`config.mk`:
```
export PLATFORM = sky130hd
export DESIGN_NAME = timestamp_priority_queue
export DESIGN_NICKNAME = d
export VERILOG_FILES = /design/src/sv/tspq_pkg.sv /design/src/sv/timestamp_priority_queue.sv /design/src/sv/tspq_cell.sv
export VERILOG_INCLUDE_DIRS = /design/src /design/src/sv
export SDC_FILE = /design/constraint.sdc
export NUM_CORES = 2
export LEC_CHECK = 0
export ABC_AREA = 1
export BUFFER_PORTS_ARGS = -buffer_cell sky130_fd_sc_hd__buf_2
export CAP_MARGIN = 15
export CORE_MARGIN = 5
export CORE_UTILIZATION = 45
export CTS_BUF_LIST = sky130_fd_sc_hd__clkbuf_4 sky130_fd_sc_hd__clkbuf_8 sky130_fd_sc_hd__clkbuf_16
export DETAILED_ROUTE_END_ITERATION = 10
export GPL_TIMING_DRIVEN = 0
export PLACE_DENSITY_LB_ADDON = 0.3
export SETUP_SLACK_MARGIN = 0.3
export SLEW_MARGIN = 20
export SYNTH_ARGS = -nofsm -noshare
export SYNTH_HDL_FRONTEND = slang
export SYNTH_HIERARCHICAL = 1
export SYNTH_SLANG_ARGS = --single-unit
export TNS_END_PERCENT = 1
```
`constraint.sdc`:
```
create_clock -name clock -period 5.54 [get_ports clock]
set_clock_uncertainty 0.15 [all_clocks]
set_input_delay 0 -clock clock [delete_from_list [all_inputs] [get_ports clock]]
set_output_delay 0 -clock clock [all_outputs]
set_load 0.02 [all_outputs]
```
`src/sv/timestamp_priority_queue_macros.svh`:
```
`ifndef TIMESTAMP_PRIORITY_QUEUE_MACROS_SVH
`define TIMESTAMP_PRIORITY_QUEUE_MACROS_SVH

// Same-cycle implication, checked on every rising clock edge outside reset.
`define TSPQ_ASSERT_NOW(label, ante, cons) \
   label: assert property (@(posedge clock) disable iff (reset) (ante) |-> (cons)) \
      else $error("tspq: same-cycle check failed");

// Next-cycle implication.
`define TSPQ_ASSERT_NEXT(label, ante, cons) \
   label: assert property (@(posedge clock) disable iff (reset) (ante) |=> (cons)) \
      else $error("tspq: next-cycle check failed");

`endif

```
`src/sv/tspq_pkg.sv`:
```
package tspq_pkg;

   localparam int QUEUE_DEPTH_DEFAULT = 16;

   localparam logic CMD_INSERT = 1'b0;
   localparam logic CMD_REMOVE = 1'b1;

   localparam logic [1:0] STATUS_OK    = 2'd0;
   localparam logic [1:0] STATUS_EMPTY = 2'd1;
   localparam logic [1:0] STATUS_FULL  = 2'd2;

   typedef struct packed {
      logic [15:0] stamp;
      logic [7:0]  proc_id;
      logic [7:0]  msg_code;
   } entry_type;

   typedef struct packed {
      logic      ins_en;
      logic      rem_en;
      entry_type new_entry;
   } cell_ctrl_type;

   // Sort key: timestamp first, then process id.
   function automatic logic [23:0] key_of(entry_type e);
      return {e.stamp, e.proc_id};
   endfunction

endpackage

```
`src/sv/timestamp_priority_queue.sv`:
```
// Bounded priority queue of messages, kept sorted by timestamp, then process id.
// Input channel req_*: one beat per command. req_tuser is the command (insert or
// remove the smallest entry); req_tdata carries process id, message code and
// timestamp, used on insert only. A new entry goes ahead of stored equal keys.
// Result channel rsp_*: exactly one beat per command. rsp_tuser is the status
// (ok, remove on empty, insert dropped because full); rsp_tdata holds the removed
// entry (zeros otherwise) and the occupancy after the command.
// The result beat is registered and valid in the cycle after the command beat.
// Throughput: one command per cycle while no result is stalled; every cell of
// the row compares its key to the new one and shifts in the same cycle.
// A stalled result holds in the output register; a new command is taken in the
// cycle the pending result leaves, otherwise req_tready is low.
// Reset empties the queue at once (count to zero) and drops any pending result;
// entry contents are not cleared.
module timestamp_priority_queue
   import tspq_pkg::*;
#(
   parameter int QUEUE_DEPTH = QUEUE_DEPTH_DEFAULT
) (
   input  logic        clock,
   input  logic        reset,
   input  logic        req_tvalid,
   output logic        req_tready,
   input  logic [31:0] req_tdata,  // proc_id[7:0], msg_code[15:8], stamp[31:16]
   input  logic        req_tuser,  // cmd[0]
   output logic        rsp_tvalid,
   input  logic        rsp_tready,
   output logic [39:0] rsp_tdata,  // out_id[7:0], out_msg[15:8], out_stamp[31:16],
                                   // occupancy[36:32], zero[39:37]
   output logic [1:0]  rsp_tuser   // status[1:0]
);

   localparam int CNT_W = $clog2(QUEUE_DEPTH + 1);

   logic [CNT_W-1:0] count_ff, count_in;
   logic             rsp_valid_ff, rsp_valid_in;
   logic [1:0]       rsp_status_ff, rsp_status_in;
   entry_type        rsp_entry_ff, rsp_entry_in;
   logic [4:0]       rsp_occ_ff, rsp_occ_in;

   logic             accept;
   logic             is_full, is_empty;
   entry_type        new_entry;
   cell_ctrl_type    ctrl;
   logic [CNT_W+4:0] count_ext;

   logic      lt_w    [QUEUE_DEPTH];
   entry_type entry_w [QUEUE_DEPTH];

   assign new_entry = entry_type'({req_tdata[31:16], req_tdata[7:0], req_tdata[15:8]});

   assign req_tready = !rsp_valid_ff || rsp_tready;
   assign accept     = req_tvalid && req_tready;
   assign is_full    = (count_ff == CNT_W'(QUEUE_DEPTH));
   assign is_empty   = (count_ff == '0);

   assign ctrl = '{ins_en:    accept && (req_tuser == CMD_INSERT) && !is_full,
                   rem_en:    accept && (req_tuser == CMD_REMOVE) && !is_empty,
                   new_entry: new_entry};

   for (genvar i = 0; i < QUEUE_DEPTH; i++) begin : g_cell
      logic      left_lt;
      entry_type left_entry, right_entry;

      if (i == 0) begin : g_head
         assign left_lt    = 1'b1;
         assign left_entry = new_entry;
      end else begin : g_body
         assign left_lt    = lt_w[i-1];
         assign left_entry = entry_w[i-1];
      end

      if (i == QUEUE_DEPTH - 1) begin : g_tail
         assign right_entry = entry_w[i];
      end else begin : g_mid
         assign right_entry = entry_w[i+1];
      end

      tspq_cell u_cell (
         .clock       (clock),
         .ctrl        (ctrl),
         .left_entry  (left_entry),
         .left_lt     (left_lt),
         .right_entry (right_entry),
         .occupied    (count_ff > CNT_W'(i)),
         .key_lt      (lt_w[i]),
         .entry       (entry_w[i])
      );
   end

   always_comb begin
      count_in = count_ff;
      if (ctrl.ins_en) begin
         count_in = count_ff + 1'b1;
      end else if (ctrl.rem_en) begin
         count_in = count_ff - 1'b1;
      end
   end

   assign count_ext = {5'd0, count_in};

   always_comb begin
      rsp_valid_in  = rsp_valid_ff && !rsp_tready;
      rsp_status_in = rsp_status_ff;
      rsp_entry_in  = rsp_entry_ff;
      rsp_occ_in    = rsp_occ_ff;
      if (accept) begin
         rsp_valid_in  = 1'b1;
         rsp_status_in = STATUS_OK;
         rsp_entry_in  = '0;
         rsp_occ_in    = count_ext[4:0];
         unique case (req_tuser)
            CMD_INSERT: begin
               if (is_full) rsp_status_in = STATUS_FULL;
            end
            CMD_REMOVE: begin
               if (is_empty) begin
                  rsp_status_in = STATUS_EMPTY;
               end else begin
                  rsp_entry_in = entry_w[0];
               end
            end
            default: rsp_status_in = STATUS_OK;
         endcase
      end
   end

   always_ff @(posedge clock) begin
      if (reset) begin
         count_ff     <= '0;
         rsp_valid_ff <= 1'b0;
      end else begin
         count_ff     <= count_in;
         rsp_valid_ff <= rsp_valid_in;
      end
      rsp_status_ff <= rsp_status_in;
      rsp_entry_ff  <= rsp_entry_in;
      rsp_occ_ff    <= rsp_occ_in;
   end

   assign rsp_tvalid = rsp_valid_ff;
   assign rsp_tuser  = rsp_status_ff;
   assign rsp_tdata  = {3'd0, rsp_occ_ff, rsp_entry_ff.stamp,
                        rsp_entry_ff.msg_code, rsp_entry_ff.proc_id};

`include "timestamp_priority_queue_macros.svh"

   `TSPQ_ASSERT_NOW(a_count_bound, 1'b1, count_ff <= CNT_W'(QUEUE_DEPTH))
   `TSPQ_ASSERT_NEXT(a_full_drop, accept && (req_tuser == CMD_INSERT) && is_full, (rsp_status_ff == STATUS_FULL) && (count_ff == $past(count_ff)))
   `TSPQ_ASSERT_NEXT(a_remove_count, ctrl.rem_en, (count_ff == $past(count_ff) - 1'b1) && (rsp_status_ff == STATUS_OK))
   `TSPQ_ASSERT_NOW(a_empty_no_data, rsp_valid_ff && (rsp_status_ff != STATUS_OK), rsp_entry_ff == '0)

endmodule

```
`src/sv/tspq_cell.sv`:
```
module tspq_cell
   import tspq_pkg::*;
(
   input  logic          clock,
   input  cell_ctrl_type ctrl,
   input  entry_type     left_entry,
   input  logic          left_lt,
   input  entry_type     right_entry,
   input  logic          occupied,
   output logic          key_lt,
   output entry_type     entry
);

   entry_type entry_ff;
   entry_type entry_in;

   // Stored key strictly below the new one: this cell stays put on insert.
   assign key_lt = occupied && (key_of(entry_ff) < key_of(ctrl.new_entry));

   always_comb begin
      entry_in = entry_ff;
      priority if (ctrl.ins_en) begin
         if (!key_lt) begin
            entry_in = left_lt ? ctrl.new_entry : left_entry;
         end
      end else if (ctrl.rem_en) begin
         entry_in = right_entry;
      end
   end

   always_ff @(posedge clock) begin
      entry_ff <= entry_in;
   end

   assign entry = entry_ff;

endmodule
```
======== Yosys cells after proc, flatten, opt, wreduce, memory -nomap -nowiden ========
Index checks and enable logic that the tools add are counted.
cells by class
  eq/ne operators ......................... 16
  magnitude comparators ................... 32
  add/subtract/negate cells ............... 2
  multiplexer cells ....................... 66
  bitwise gates (word level) .............. 2
  reduce and logical (&&, ||, !) cells .... 46
operators with widths
  operator               count
  $mux W32               60
  $lt A24 B24 Y1         16
  $gt A5 B4 Y1 const B   8
  $reduce_and A2 Y1      16
  $ne A2 B2 Y1 const B   15
  $logic_and A1 B1 Y1    22
  $gt A5 B3 Y1 const B   4
  $gt A5 B1 Y1 const B   2
  $gt A5 B2 Y1 const B   2
  $mux W5                2
  $add A5 B1 Y5 const B  1
  $eq A5 B5 Y1 const B   1
  $logic_not A5 Y1       1
  $sub A5 B1 Y5 const B  1
  $logic_not A1 Y1       4
  $pmux W2 S2            1
  $mux W1                2
  $mux W2                1
  $not A1 Y1             2
  $reduce_bool A2 Y1     1
  $reduce_or A2 Y1       1
  $logic_or A1 B1 Y1     1
word-level totals
  register bits ........................... 557
  bits of input ports ..................... 37
  word-level logic and storage cells ...... 219
  output and inout bits ................... 44

======== Logic depth before layout (Yosys ltp) ========
  depth in word-level cells ............... 7
  mapped depth ............................ 15
  gate-level depth less buffers ........... 14

======== By module ========
The synthesis kept the hierarchy.
modules (own cells, without submodules)
  module                    area each (um2)  cells each  sequential area each (um2)  times used
  tspq_cell                 2253.4           291         960.9                       16
  timestamp_priority_queue  2202.1           231         1291.2                      1

======== Least setup slack after synthesis ========
No wires, ideal clock.
  path kind ............................... flip-flop to flip-flop
  start point ............................. register count_ff[0]
  end point ............................... register g_cell[0].u_cell.entry_ff, in the netlist g_cell[0].u_cell/entry[0] (enable)
  path slack .............................. 1.800 ns
  data required time ...................... 4.913 ns
  path buffers ............................ 1
  cell stages (with the launch flop) ...... 10
  clock period less this slack ............ 3.740 ns
  setup time .............................. 0.477 ns
  arrival ................................. 3.112 ns
  cells stage by stage .................... dfxtp_1 > inv_1 > ha_1 > nand2_1 > nor2_2 > nor2_4 > inv_1 > buf_6 > nand2_1 > nand2_1
RTL lines
  item                      line                             source
  start: declaration        timestamp_priority_queue.sv:35   logic [CNT_W-1:0] count_ff, count_in;
  start signal: assignment  timestamp_priority_queue.sv:133  count_ff <= count_in;
  end signal: assignment    tspq_cell.sv:32                  entry_ff <= entry_in;
  end: declaration          tspq_cell.sv:14                  entry_type entry_ff;

==> impl_metrics.env <==
export IMPL_cts_root_buf="clkbuf_16"
export IMPL_hpwlAfterDp_um=77800
export IMPL_hp_class="in -> reg"
export IMPL_slew_headroom_pct=21.8
export IMPL_slowest_delay_ps=570
export IMPL_r2r_slack_ps=1740
export IMPL_via_count=33100
export IMPL_grt_pass1_vias=32500
export IMPL_crit_arrival_ps=3800
export IMPL_cp_cell_sequence="inv_1, ha_1, nand2_1, nor2_2, nor2_4, buf_16, buf_16, inv_1, buf_6, nand2_1, nand2_2"
export IMPL_clockBufferDepth=3
export IMPL_n_fill_cell=8073
export IMPL_viasPerCell=5.28
export IMPL_p_per_area_nw_per_um2=319
export IMPL_tightest_slew_ps=1170
export IMPL_finalSetupViolations=0
export IMPL_wl_per_cell_um=16.4
export IMPL_syn_to_final_growth_pct=12.0
export IMPL_startpoint_type="flip-flop"
export IMPL_place_congestion=0.795
export IMPL_drc=0
export IMPL_clock_latency_ps=620
export IMPL_total_power_mw=13.7
export IMPL_core_sq_um=84700
export IMPL_rr_worst_depth=11
export IMPL_crit_required_ps=5540
export IMPL_die_h_um=302
export IMPL_fin_crit_ps=3800
export IMPL_fp_dieW_um=302
export IMPL_drive_gt1_share_pct=7.21
export IMPL_layout_setup_ws_ps=1740
export IMPL_drt_iter0_drc=3176
export IMPL_antenna_found_initial=0
export IMPL_outcome="finished clean"
export IMPL_rows=107
export IMPL_initial_core_util_pct=45.1
export IMPL_htree_levels=3
export IMPL_utilization_pct=50.6
export IMPL_cp_max_fo=33
export IMPL_grt_util_all_layers_pct=22.2
export IMPL_dpl_cell_count=6120
export IMPL_timing_fmax_mhz=263
export IMPL_cap_violations=0
export IMPL_drt_antenna_violating_nets=0
export IMPL_holdWs_ps=19.8
export IMPL_drt_pass1_iterations=8
export IMPL_worstSetupPathType="reg -> reg"
export IMPL_overflow=0
export IMPL_grt_max_degree=34
export IMPL_cts_sinks=557
export IMPL_slowest_stage="nor2_4"
export IMPL_slew_viol_final=0
export IMPL_rsz0062_at_grt="false"
export IMPL_drt_wl_total_um=103000
export IMPL_peakVddDrop_uv=230
export IMPL_io_pins=81
export IMPL_place_ws_ps=1860
export IMPL_holdPathStages=3
export IMPL_ys_warn_count=6
export IMPL_syn_area_sq_um=38300
export IMPL_fin_cells=6276
export IMPL_grt_pass1_wl_um=167000
export IMPL_timing_rr_end="g_cell[12].u_cell/entry[6]"
export IMPL_min_period_over_period_pct=68.6
export IMPL_clk_pin_slew_ps=60
export IMPL_holdPathEnd="g_cell[13].u_cell/entry[24]"
export IMPL_r2r_start="count_ff[0]"
export IMPL_hold_viol_final=0
export IMPL_portBuffers=77
export IMPL_dieArea_sq_um=90900
export IMPL_cts_buffers_inserted=67
export IMPL_fin_nets=5489
export IMPL_p_leak_nw=19.9
export IMPL_cts_resized=0
export IMPL_synth_avg_cell_area_sq_um=7.83
export IMPL_syn_inst=4886
export IMPL_min_delay_start="req_tdata[24]"
export IMPL_cts_tree="built"
export IMPL_worst_setup_path_end_kind="flip-flop"
==> layout by cell type (no fill, tap or decap), drive strengths merged <==
| cell | count |
|---|---|
| a31oi | 3 |
| dfxtp | 6 |
| dlygate4sd3 | 33 |
| clkbuf | 192 |
| inv | 660 |
| nor2 | 674 |
| o41ai | 1 |
| o21ai | 1028 |
| a21oi | 118 |
| nand3 | 26 |
| edfxtp | 551 |
| nand2 | 1174 |
| a21boi | 1 |
| xor2 | 2 |
| buf | 171 |
| diode | 1 |
| a21o | 16 |
| ha | 374 |
| conb | 9 |
| nor3 | 17 |
| bufinv | 8 |
| o311ai | 1 |
| nand4 | 17 |
| clkinv | 31 |
| nand3b | 17 |
| or2 | 1 |
==> cell type report <==
class                           instances  area (sq um)  share of cell area, %
Clock buffer                           80          1790                   4.18
Tap cell                             1144          1430                   3.34
Antenna cell                            1          2.50                0.00584
Timing Repair Buffer                  116           873                   2.04
Clock inverter                         42           435                   1.02
Sequential cell                       557         16700                   38.9
Multi-Input combinational cell       3479         18100                   42.3
Buffer                                200          1060                   2.48
Inverter                              657          2480                   5.78
==> critical path: cells and delay by family (launching register included) <==
family,cells,cell delay [ps]
adders and majority gates,1,320
buffers and inverters,5,1010
DFF,1,460
and+or+nand+nor,5,1310
==> per-stage QoR <==
step	setup TNS (ps)	instance area [sq um]
floorplan	0	38300
global placement	-214720	40100
detailed placement	0	40300
CTS	0	42900
global route	0	42900
finish	0	42900
==> worst max path at each step <==
stage	from	end	slack, ps	depth (start not counted)
CTS	count_ff[0]	g_cell[12].u_cell/entry[3]	1810	11
finish	count_ff[0]	g_cell[12].u_cell/entry[6]	1740	11
detailed placement	count_ff[0]	g_cell[9].u_cell/entry[7]	1860	11
global placement	count_ff[0]	g_cell[15].u_cell/entry[3]	-490	9
floorplan	count_ff[0]	g_cell[0].u_cell/entry[0]	1800	9
global route	count_ff[0]	g_cell[4].u_cell/entry[3]	1520	11
==> where the power goes <==
part | leakage (nW) | internal [mW] | switching [mW]
Combinational | 13.5 | 1.02 | 2.15
Clock | 1.12 | 2.70 | 1.87
Sequential | 5.27 | 5.49 | 0.433
==> sequential cells by signal, indices dropped and copies added, names as in the netlist <==
name	flops
g_cell.u_cell/entry	512
rsp_tuser	2
rsp_tdata	32
count_ff	5
rsp_tvalid	1
rsp_occ_ff	5
==> per-layer routing <==
layer	up-vias	share of wire, %	global-route usage [%]
met2	919	46	37.0
met3	122	5.5	2.18
met5	-	0	0
met4	0	1.5	4.67
met1	15600	47	31.7
li1	16500	-	-
==> repair_timing <==
| item | in CTS | in global routing |
|---|---|---|
| setup endpoints to repair | 0 | 0 |
| endpoints found under the hold margin | 398 | 0 |
| buffers inserted | 0 | 0 |
| hold buffers | 33 | 0 |
Note: power is estimated with default switching activity, not from simulation.
